File: src/sv/ssi_pkg.sv
// shared constants, types and codes for the sorted set insert block
package ssi_pkg;

    localparam int CAPACITY  = 16;
    localparam int ADDR_W    = $clog2(CAPACITY);
    localparam int CNT_W     = $clog2(CAPACITY + 1);
    localparam int VALUE_W   = 32;
    localparam int STATUS_W  = 2;
    localparam int OUT_IDX_W = 5;

    localparam logic [CNT_W-1:0] CAP_CNT = CNT_W'(CAPACITY);

    typedef enum logic [STATUS_W-1:0] {
        ST_INSERTED  = 2'd0,
        ST_DUPLICATE = 2'd1,
        ST_FULL      = 2'd2
    } t_status;

    typedef enum logic [2:0] {
        S_IDLE,
        S_RD,
        S_CMP,
        S_SHRD,
        S_SHWR,
        S_DONE
    } t_state;

    typedef struct packed {
        t_status          status;
        logic [CNT_W-1:0] position;
        logic [CNT_W-1:0] count;
    } t_result;

    typedef struct packed {
        logic                      we;
        logic [ADDR_W-1:0]         waddr;
        logic signed [VALUE_W-1:0] wdata;
        logic [ADDR_W-1:0]         raddr;
    } t_mem_req;

endpackage

File: src/sv/ssi_ram.sv
// generic simple dual port ram with registered read
module ssi_ram #(
    parameter int WIDTH = 32,
    parameter int DEPTH = 16
) (
    input  logic                     i_clk,
    input  logic                     i_we,
    input  logic [$clog2(DEPTH)-1:0] i_waddr,
    input  logic [WIDTH-1:0]         i_wdata,
    input  logic [$clog2(DEPTH)-1:0] i_raddr,
    output logic [WIDTH-1:0]         o_rdata
);

    logic [WIDTH-1:0] r_mem [DEPTH];
    logic [WIDTH-1:0] r_rdata;

    always_ff @(posedge i_clk) begin
        if (i_we) begin
            r_mem[i_waddr] <= i_wdata;
        end
        r_rdata <= r_mem[i_raddr];
    end

    assign o_rdata = r_rdata;

endmodule

File: src/sv/ssi_seq.sv
// search and shift sequencer that edits the sorted store
module ssi_seq (
    input  logic                               i_clk,
    input  logic                               i_rst_n,
    input  logic                               i_valid,
    input  logic signed [ssi_pkg::VALUE_W-1:0] i_value,
    output logic                               o_busy,
    input  logic signed [ssi_pkg::VALUE_W-1:0] i_rdata,
    output ssi_pkg::t_mem_req                  o_mem,
    output logic                               o_res_valid,
    input  logic                               i_res_take,
    output ssi_pkg::t_result                   o_res
);

    ssi_pkg::t_state                     r_state, n_state;
    logic signed [ssi_pkg::VALUE_W-1:0]  r_key, n_key;
    logic [ssi_pkg::CNT_W-1:0]           r_pos, n_pos;
    logic [ssi_pkg::CNT_W-1:0]           r_j, n_j;
    logic [ssi_pkg::CNT_W-1:0]           r_count, n_count;
    ssi_pkg::t_status                    r_status, n_status;
    logic [ssi_pkg::CNT_W-1:0]           j_dec;
    logic                                place;

    assign j_dec = r_j - ssi_pkg::CNT_W'(1);

    always_ff @(posedge i_clk) begin
        if (!i_rst_n) begin
            r_state <= ssi_pkg::S_IDLE;
            r_count <= '0;
        end else begin
            r_state <= n_state;
            r_count <= n_count;
        end
        r_key    <= n_key;
        r_pos    <= n_pos;
        r_j      <= n_j;
        r_status <= n_status;
    end

    always_comb begin
        n_state     = r_state;
        n_key       = r_key;
        n_pos       = r_pos;
        n_j         = r_j;
        n_count     = r_count;
        n_status    = r_status;
        o_mem.we    = 1'b0;
        o_mem.waddr = r_pos[ssi_pkg::ADDR_W-1:0];
        o_mem.wdata = r_key;
        o_mem.raddr = r_pos[ssi_pkg::ADDR_W-1:0];
        o_res_valid = 1'b0;
        place       = 1'b0;
        unique case (r_state)
            ssi_pkg::S_IDLE: begin
                if (i_valid) begin
                    n_key   = i_value;
                    n_pos   = '0;
                    n_state = ssi_pkg::S_RD;
                end
            end
            ssi_pkg::S_RD: begin
                if (r_pos >= r_count) begin
                    place = 1'b1;
                end else begin
                    n_state = ssi_pkg::S_CMP;
                end
            end
            ssi_pkg::S_CMP: begin
                if (i_rdata == r_key) begin
                    n_status = ssi_pkg::ST_DUPLICATE;
                    n_state  = ssi_pkg::S_DONE;
                end else if (i_rdata > r_key) begin
                    place = 1'b1;
                end else begin
                    n_pos   = r_pos + ssi_pkg::CNT_W'(1);
                    n_state = ssi_pkg::S_RD;
                end
            end
            ssi_pkg::S_SHRD: begin
                if (r_j > r_pos) begin
                    o_mem.raddr = j_dec[ssi_pkg::ADDR_W-1:0];
                    n_state     = ssi_pkg::S_SHWR;
                end else begin
                    o_mem.we = 1'b1;
                    n_count  = r_count + ssi_pkg::CNT_W'(1);
                    n_state  = ssi_pkg::S_DONE;
                end
            end
            ssi_pkg::S_SHWR: begin
                o_mem.we    = 1'b1;
                o_mem.waddr = r_j[ssi_pkg::ADDR_W-1:0];
                o_mem.wdata = i_rdata;
                n_j         = j_dec;
                n_state     = ssi_pkg::S_SHRD;
            end
            ssi_pkg::S_DONE: begin
                o_res_valid = 1'b1;
                if (i_res_take) begin
                    n_state = ssi_pkg::S_IDLE;
                end
            end
            default: begin
                n_state = ssi_pkg::S_IDLE;
            end
        endcase
        // slot found: refuse when full, else start shifting from the top
        if (place) begin
            if (r_count >= ssi_pkg::CAP_CNT) begin
                n_status = ssi_pkg::ST_FULL;
                n_state  = ssi_pkg::S_DONE;
            end else begin
                n_status = ssi_pkg::ST_INSERTED;
                n_j      = r_count;
                n_state  = ssi_pkg::S_SHRD;
            end
        end
    end

    assign o_busy         = (r_state != ssi_pkg::S_IDLE);
    assign o_res.status   = r_status;
    assign o_res.position = r_pos;
    assign o_res.count    = r_count;

    a_count_bound: assert property (@(posedge i_clk) disable iff (!i_rst_n)
        r_count <= ssi_pkg::CAP_CNT)
        else $error("element count above capacity");

    a_pos_bound: assert property (@(posedge i_clk) disable iff (!i_rst_n)
        (r_state != ssi_pkg::S_IDLE) |-> (r_pos <= r_count))
        else $error("search position beyond element count");

    a_shift_range: assert property (@(posedge i_clk) disable iff (!i_rst_n)
        (r_state == ssi_pkg::S_SHWR) |-> (r_j > r_pos && r_j < ssi_pkg::CAP_CNT))
        else $error("shift write outside the moved range");

    a_count_step: assert property (@(posedge i_clk) disable iff (!i_rst_n)
        (o_res_valid && i_res_take && r_status != ssi_pkg::ST_INSERTED)
        |=> (r_count == $past(r_count)))
        else $error("count changed on a refused or duplicate request");

endmodule

File: src/sv/sorted_set_insert_top.sv
// top level of the sorted set insert block with result register
// Keeps up to CAPACITY distinct signed values in ascending order in one ram
// with a single read and a single write port. Each request scans the store
// from index zero until it meets an equal or larger entry or the end of the
// stored entries. An equal entry is reported as a duplicate; if the store is
// full the request is refused; otherwise each higher entry moves up one place
// and the new value is written. Examined and moved entries together never
// exceed CAPACITY + 1. The pace is set by the single ram read port with its
// registered read. A new request is taken once the previous one has handed
// its result to the output register, which holds it while the downstream
// side stalls. The store needs no clearing after reset: only entries below
// the count are read.
module sorted_set_insert_top (
    input  logic                               i_clk,
    input  logic                               i_rst_n,
    input  logic                               i_valid,
    output logic                               o_stall,
    input  logic signed [ssi_pkg::VALUE_W-1:0] i_value,
    output logic                               o_valid,
    input  logic                               i_stall,
    output logic [ssi_pkg::STATUS_W-1:0]       o_status,
    output logic [ssi_pkg::OUT_IDX_W-1:0]      o_position,
    output logic [ssi_pkg::OUT_IDX_W-1:0]      o_count
);

    ssi_pkg::t_mem_req                   mem_req;
    logic signed [ssi_pkg::VALUE_W-1:0]  rdata;
    logic                                busy;
    logic                                res_valid;
    logic                                res_take;
    ssi_pkg::t_result                    res;
    logic                                r_out_valid;
    ssi_pkg::t_result                    r_out;
    logic [ssi_pkg::CNT_W+ssi_pkg::OUT_IDX_W-1:0] pos_ext;
    logic [ssi_pkg::CNT_W+ssi_pkg::OUT_IDX_W-1:0] cnt_ext;

    ssi_ram #(
        .WIDTH(ssi_pkg::VALUE_W),
        .DEPTH(ssi_pkg::CAPACITY)
    ) u_ram (
        .i_clk  (i_clk),
        .i_we   (mem_req.we),
        .i_waddr(mem_req.waddr),
        .i_wdata(mem_req.wdata),
        .i_raddr(mem_req.raddr),
        .o_rdata(rdata)
    );

    ssi_seq u_seq (
        .i_clk      (i_clk),
        .i_rst_n    (i_rst_n),
        .i_valid    (i_valid),
        .i_value    (i_value),
        .o_busy     (busy),
        .i_rdata    (rdata),
        .o_mem      (mem_req),
        .o_res_valid(res_valid),
        .i_res_take (res_take),
        .o_res      (res)
    );

    assign res_take = res_valid && (!r_out_valid || !i_stall);

    always_ff @(posedge i_clk) begin
        if (!i_rst_n) begin
            r_out_valid <= 1'b0;
        end else if (res_take) begin
            r_out_valid <= 1'b1;
        end else if (!i_stall) begin
            r_out_valid <= 1'b0;
        end
        if (res_take) begin
            r_out <= res;
        end
    end

    assign pos_ext = {{ssi_pkg::OUT_IDX_W{1'b0}}, r_out.position};
    assign cnt_ext = {{ssi_pkg::OUT_IDX_W{1'b0}}, r_out.count};

    assign o_stall    = busy;
    assign o_valid    = r_out_valid;
    assign o_status   = r_out.status;
    assign o_position = pos_ext[ssi_pkg::OUT_IDX_W-1:0];
    assign o_count    = cnt_ext[ssi_pkg::OUT_IDX_W-1:0];

endmodule
File: config.mk
export PLATFORM = sky130hd
export DESIGN_NAME = sorted_set_insert_top
export DESIGN_NICKNAME = d
export VERILOG_FILES = /design/src/sv/ssi_pkg.sv /design/src/sv/ssi_ram.sv /design/src/sv/ssi_seq.sv /design/src/sv/sorted_set_insert_top.sv
export SDC_FILE = /design/constraint.sdc
export NUM_CORES = 1
export LEC_CHECK = 0
export ABC_AREA = 1
export ABC_CLOCK_PERIOD_IN_PS = 9600
export BUFFER_PORTS_ARGS = -buffer_cell sky130_fd_sc_hd__clkbuf_2
export CAP_MARGIN = 25
export CORE_ASPECT_RATIO = 1.25
export CORE_MARGIN = 4
export CORE_UTILIZATION = 57
export CTS_CLUSTER_SIZE = 14
export DETAILED_ROUTE_END_ITERATION = 7
export PLACE_DENSITY_LB_ADDON = 0.1
export SLEW_MARGIN = 20
export SYNTH_ARGS = -nofsm -noshare
export SYNTH_HDL_FRONTEND = slang
export SYNTH_SLANG_ARGS = --single-unit
export TNS_END_PERCENT = 20
File: constraint.sdc
create_clock -name i_clk -period 9.6 [get_ports i_clk]
set_input_delay 1.92 -clock i_clk [delete_from_list [all_inputs] [get_ports i_clk]]
set_output_delay 1.92 -clock i_clk [all_outputs]
set_load 0.02 [all_outputs]
==> results.yml, run 1 <==
status:
  status: "finished clean"
timing:
  rsz0062_at_grt: "no"
  fin_crit_sh: 0.3974
  worst_slack_ps: 5785
  max_freq_mhz: 262.1
  fin_setup_tns_ps: 0
  finalHoldViolCount: 0
  slew_headroom: 0.3018
  slew_violations: 0
  worstMarginPinSlew_ps: 1040
  hold_slack_ps: 421.4
  timing.final.crit_period_ps: 3815
  finalSetupViolCount: 0
  clock_skew_ps: 18.33
clocking:
  cts_root_buf: "clkbuf_16"
  cts_hold_buf: 0
  post_cts_resized: 0
  insertion_delay_ps: 620
  htreeDepth: 2
  cts_inserted_buffers: 57
  postCtsSetupBuffers: 0
  clk_pin_slew_ps: 60
  cts_sinks: 609
  cts_tree: "built"
  cts_buffer_depth: 3
setup_path:
  slowest_delay_ps: 800
  cp_top_family: "simple AND/OR/NAND/NOR gates"
  critPathMostFrequentCell: "nand2_1"
  endpoint_kind: "flop"
  cp.required_ps: 10090
  start_kind: "flop"
  worstPathCellList: "inv_1 -> ha_1 -> nand2_1 -> nor2_2 -> nand2_1 -> o211ai_2 -> nand4_1 -> nand2_8 -> buf_4 -> o21ai_0 -> nand2_1 -> nand3_1 -> nand3_1 -> nand2_1"
  crit_path_top_delay_cell: "buf_4"
  cp_num_buf_inv: 2
  cp_max_fo: 160
  cp.arrival_ps: 4310
  critical_path_class: "flop to flop"
job:
  maxCapViolations: 0
global_routing:
  grt_pass1_vias: 16730
  gr-usage-met1: 0.3213
  top_usage_layer: "met2"
  gr-usage-all-layers: 0.2527
  grt_pass1_wl_mm: 95.73
  grt_max_degree: 161
  grt_remaining_overflow: 0
  use_met2: 0.4486
  antenna_found_initial: 0
  use_met3: 0.03789
worst_hold_path:
  hold_class: "flop to flop"
power:
  p_sw_frac: 0.3557
  power_frac_seq: 0.419
  power_switching_mw: 2.839
  peakVddDrop_mv: 0.1821
  power-per-cell-area_nw_per_um2: 275.0
  power_mw: 7.983
  leakage_nw: 12.21
  p_clk_frac: 0.268
  p_int_mw: 5.144
  pwr-share-comb: 0.313
placed_design:
  dp_hpwl_mm: 31.28
  dp_cells: 3084
  dp_slack_ps: 5768
  place_congestion: 0.8191
  io_buffers: 49
synthesis:
  yosysTopAreaCell: "edfxtp_1"
  synth_top_cell_area_share: 0.6429
  synth-seq-cells: 609
  yosysWarnings: 0
  synthCells: 2509
  syn_nets: 2591
  synth_flop_cell: "edfxtp_1"
  ys_seq_area_frac: 0.6779
  synth_area_leaders: "edfxtp_1 64%, nand2_1 11%, nand3_1 6.4%"
  synth.most_common_cell: "nand2_1"
  syn_area_um2: 26300
  synthTopCellsByCount: "781 x nand2_1, 563 x edfxtp_1, 403 x inv_1"
  async_reset_ff_frac: 0
  synth_cell_types: 32
  syn_avg_cell_area_um2: 10.48
  synth_edf_count: 563
final_layout:
  final_cells: 3191
  nNetsFinal: 2648
  drive_gt1_frac: 0.08496
  syn2layout_area_growth_pct: 10.39
  fill_cells: 3544
  antenna_cells: 0
floorplanning:
  initial_core_util: 0.5793
  fp.dieW_um: 200.1
  dieArea_um2: 49660
  die_h_um: 248.1
  num_rows: 87
  io_pins: 50
  core_um2: 45390
route:
  dr.pass1.iters: 5
  drc_errors: 0
  routed_wl_mm: 62.97
  vias: 17200
  antenna_left: 0
  wl_per_cell_um: 19.73
  first_iter_violations: 1357
  routed_via_density: 5.390
## power by group through the flow
stage	registers, mW	logic [mW]	clock network, mW
2_1_floorplan	3.37	1.82	0
5_1_grt	3.36	2.82	2.29
6_report	3.34	2.50	2.14
3_5_place_dp	3.40	2.49	0
4_1_cts	3.34	2.50	2.18
3_3_place_gp	3.39	2.42	0
## cell type report
| cell class | count | area [um^2] | area share |
|---|---|---|---|
| flip-flops and latches | 609 | 17830 | 0.6141 |
| multi-input cells | 1384 | 6476 | 0.2231 |
| clock buffers | 86 | 1605 | 0.05530 |
| inverters | 405 | 1523 | 0.05245 |
| repair buffers | 109 | 728.2 | 0.02508 |
| well taps | 578 | 723.2 | 0.02491 |
| clock inverters | 20 | 147.6 | 0.005086 |
## through the flow
| stage | area (um^2) | utilization |
|---|---|---|
| global placement | 27230 | 0.5999 |
| finish | 29030 | 0.6395 |
| floorplan | 26300 | - |
| global route | 29030 | 0.6395 |
| detailed placement | 27270 | 0.6007 |
| CTS | 29020 | 0.6393 |
## path summary, 6_finish.rpt
kind / from / to / depth (start not counted) / slack, ps
max reg2reg: u_seq.r_pos[2] / u_ram.o_rdata[9] / 14 / 5790
max: u_seq.r_pos[2] / u_ram.o_rdata[9] / 14 / 5790
min: u_seq.r_status[1] / o_status[1] / 0 / 420
min reg2reg: u_seq.r_status[1] / o_status[1] / 0 / 420
## sequential cells by signal (all words and copies together), names as in the netlist
register and flops:
u_seq.r_count 5, o_valid 1, u_ram.o_rdata 32, u_seq.r_state 3, u_seq.r_pos 5, o_position 5
u_seq.r_j 5, u_seq.r_key 32, u_seq.r_status 2, o_status 2, o_count 5, u_ram.r_mem 512
## placed cells by master, fill, tap and decap left out, types with 2 or more instances in the layout
master,synthesis,layout
a21oi_1,31,31
buf_4,11,57
clkbuf_1,16,22
clkbuf_16,0,57
clkbuf_2,0,49
clkbuf_8,0,7
clkinv_1,0,2
clkinv_2,0,13
clkinvlp_4,0,2
dfxtp_1,46,46
edfxtp_1,563,563
ha_1,46,46
inv_1,403,401
inv_2,2,2
inv_6,0,2
nand2_1,781,780
nand3_1,338,338
nand4_1,2,2
nor2_1,47,30
nor2_2,2,2
nor2_4,0,17
nor3_1,4,4
o21ai_0,87,83
o21ai_1,29,32
o21ai_4,0,3
xor2_1,3,3
## cells by family after synthesis
| logic type | count (synthesis) | share of synthesized area |
|---|---|---|
| AOI/OAI and AO/OA | 155 | 0.03055 |
| xor gates and xnor gates | 4 | 0.001332 |
| adders and majority gates | 46 | 0.02189 |
| buffers and inverters | 516 | 0.08250 |
| DFF | 609 | 0.6779 |
| and+or+nand+nor | 1179 | 0.1858 |
## metal layers
metal / wire length (um) / up-vias
met5: 0 / -
li1: - / 8325
met4: 1941 / 0
met3: 4372 / 129
met2: 31340 / 615
met1: 25320 / 8132
(Power assumes the default switching activity.)
==> run 2, diff against run 1 <==
- ABC_CLOCK_PERIOD_IN_PS: 9600 -> 4000
- clock period: 9.6 -> 4 ns (I/O delays scaled with it)
==> run 2 against run 1 <==
Register-to-register slack worse by 5100 ps. Design area increased by 2.0%. Utilization rose by 1.3 points. Sequential cell count did not move. Hold slack got worse by 66 ps. Sequential power increased by 140%. Highest routed layer unchanged.
==> results.yml, run 2 (synthesis results as in run 1) <==
status:
  status: "finished clean"
placed_design:
  io_buffers: 49
  place_congestion: 0.8467
  dp_hpwl_mm: 34.74
timing:
  fin_setup_tns_ps: 0
  slew_violations: 0
  timing.final.crit_period_ps: 3275
  slew_headroom: 0.4070
  max_freq_mhz: 305.4
  worstMarginPinSlew_ps: 889.5
  fin_crit_sh: 0.8186
  rsz0062_at_grt: "no"
  finalHoldViolCount: 0
  finalSetupViolCount: 0
  clock_skew_ps: 15.16
job:
  maxCapViolations: 0
setup_path:
  endpoint_kind: "flop"
  worstPathCellList: "inv_1 -> ha_1 -> nand2_1 -> nor2_2 -> nand2_1 -> o211ai_2 -> nand2_1 -> nand2_1 -> nand2_1 -> nand3_1 -> nor2_4 -> buf_12"
  cp_num_buf_inv: 2
  cp_top_family: "simple AND/OR/NAND/NOR gates"
  critPathMostFrequentCell: "nand2_1"
  critical_path_class: "flop to flop"
  cp_max_fo: 20
  crit_path_top_delay_cell: "nor2_4"
  cp.required_ps: 4300
  start_kind: "flop"
  cp.arrival_ps: 3580
  slowest_delay_ps: 530
final_layout:
  final_cell_mix: "780 x nand2_1, 563 x edfxtp_1, 401 x inv_1"
  nNetsFinal: 2670
  final_common_cell: "nand2_1"
  drive_gt1_frac: 0.09553
  antenna_cells: 0
  utilization: 0.6521
  largest_register_ffs: 512
  top_register: "u_ram.r_mem"
  syn2layout_area_growth_pct: 12.55
clocking:
  cts_hold_buf: 0
  postCtsSetupBuffers: 0
  clk_pin_slew_ps: 60
  cts_sinks: 609
  post_cts_resized: 0
  htreeDepth: 2
  cts_inserted_buffers: 59
  cts_buffer_depth: 3
  cts_root_buf: "clkbuf_16"
  cts_tree: "built"
  insertion_delay_ps: 620
floorplanning:
  fp.dieW_um: 200.1
  dieArea_um2: 49660
  num_rows: 87
  initial_core_util: 0.5793
  core_um2: 45390
  die_h_um: 248.1
  io_pins: 50
global_routing:
  grt_max_degree: 129
  grt_pass1_vias: 17140
  grt_pass1_wl_mm: 96.68
  gr-usage-all-layers: 0.2509
  grt_remaining_overflow: 0
  antenna_found_initial: 1
route:
  first_iter_violations: 1629
  dr.pass1.iters: 5
  antenna_left: 0
  drc_errors: 0
  wl_per_cell_um: 19.49
  routed_wl_mm: 62.67
  vias: 17450
  routed_via_density: 5.427
worst_hold_path:
  hold_class: "primary input to flop"
power:
  peakVddDrop_mv: 0.5068
  leakage_nw: 12.47
  power-per-cell-area_nw_per_um2: 673.6
  power_mw: 19.94
## run 2: changes by cell type in the layout (fill, tap and decap cells not counted), moves of 3 or more
cell	delta
clkbuf_8	-5
clkinv_2	+4
clkbuf_1	-12
buf_12	+17
clkbuf_16	+3
buf_4	+5
bufinv_16	+7
o21ai_0	+3
clkinv_1	+7
## run 2: worst paths after layout
kind | from | to | slack (ps) | depth (start not counted)
worst max-delay path | u_seq.r_pos[3] | u_ram.r_mem[5][21] | 730 | 12
worst min-delay path | i_value[11] | u_seq.r_key[11] | 350 | 1
worst max register to register | u_seq.r_pos[3] | u_ram.r_mem[5][21] | 730 | 12
worst min register to register | u_seq.r_status[1] | o_status[1] | 440 | 0
## run 2: metal layers
| layer | vias up | wire length (um) | global-route usage |
|---|---|---|---|
| met5 | - | 0 | 0 |
| li1 | 8380 | - | - |
| met3 | 125 | 4176 | 0.03138 |
| met2 | 605 | 31240 | 0.4460 |
| met1 | 8344 | 25410 | 0.3258 |
| met4 | 0 | 1840 | 0.08163 |
## run 2: layout make-up
cell class	instances	area [um^2]
Tap cell	578	723.2
Multi-Input combinational cell	1384	6476
Clock buffer	72	1567
Fill cell	3496	15790
Timing Repair Buffer	129	1071
Inverter	405	1523
Sequential cell	609	17830
Clock inverter	39	411.6
## run 2: worst reg2reg max path, stage by stage (launching register included)
cell	delay, ps
edfxtp_1	430
inv_1	200
ha_1	260
nand2_1	110
nor2_2	60
nand2_1	70
o211ai_2	130
nand2_1	100
nand2_1	210
nand2_1	240
nand3_1	330
nor2_4	540
buf_12	270
## run 2: report_power, final
group	total, mW	switching [mW]	internal [mW]	leakage (nW)
Sequential	8.03	0.253	7.78	5.47
Clock	5.69	2.39	3.30	0.974
Combinational	6.22	4.40	1.83	6.03
Total	19.9	7.04	12.9	12.5
## run 2: stage by stage
step | setup slack [ps] | instance area, um^2 | hold slack, ps | std cells
after floorplan | 608.8 | 26300 | 400.3 | 2509
after global placement | 751.2 | 27610 | 424.8 | 3104
after detailed placement | 703.9 | 27620 | 432.4 | 3105
after CTS | 722.5 | 29600 | 319.1 | 3216
after global routing | 463.1 | 29600 | 334.2 | 3216
final | 725.4 | 29600 | 355.0 | 3216
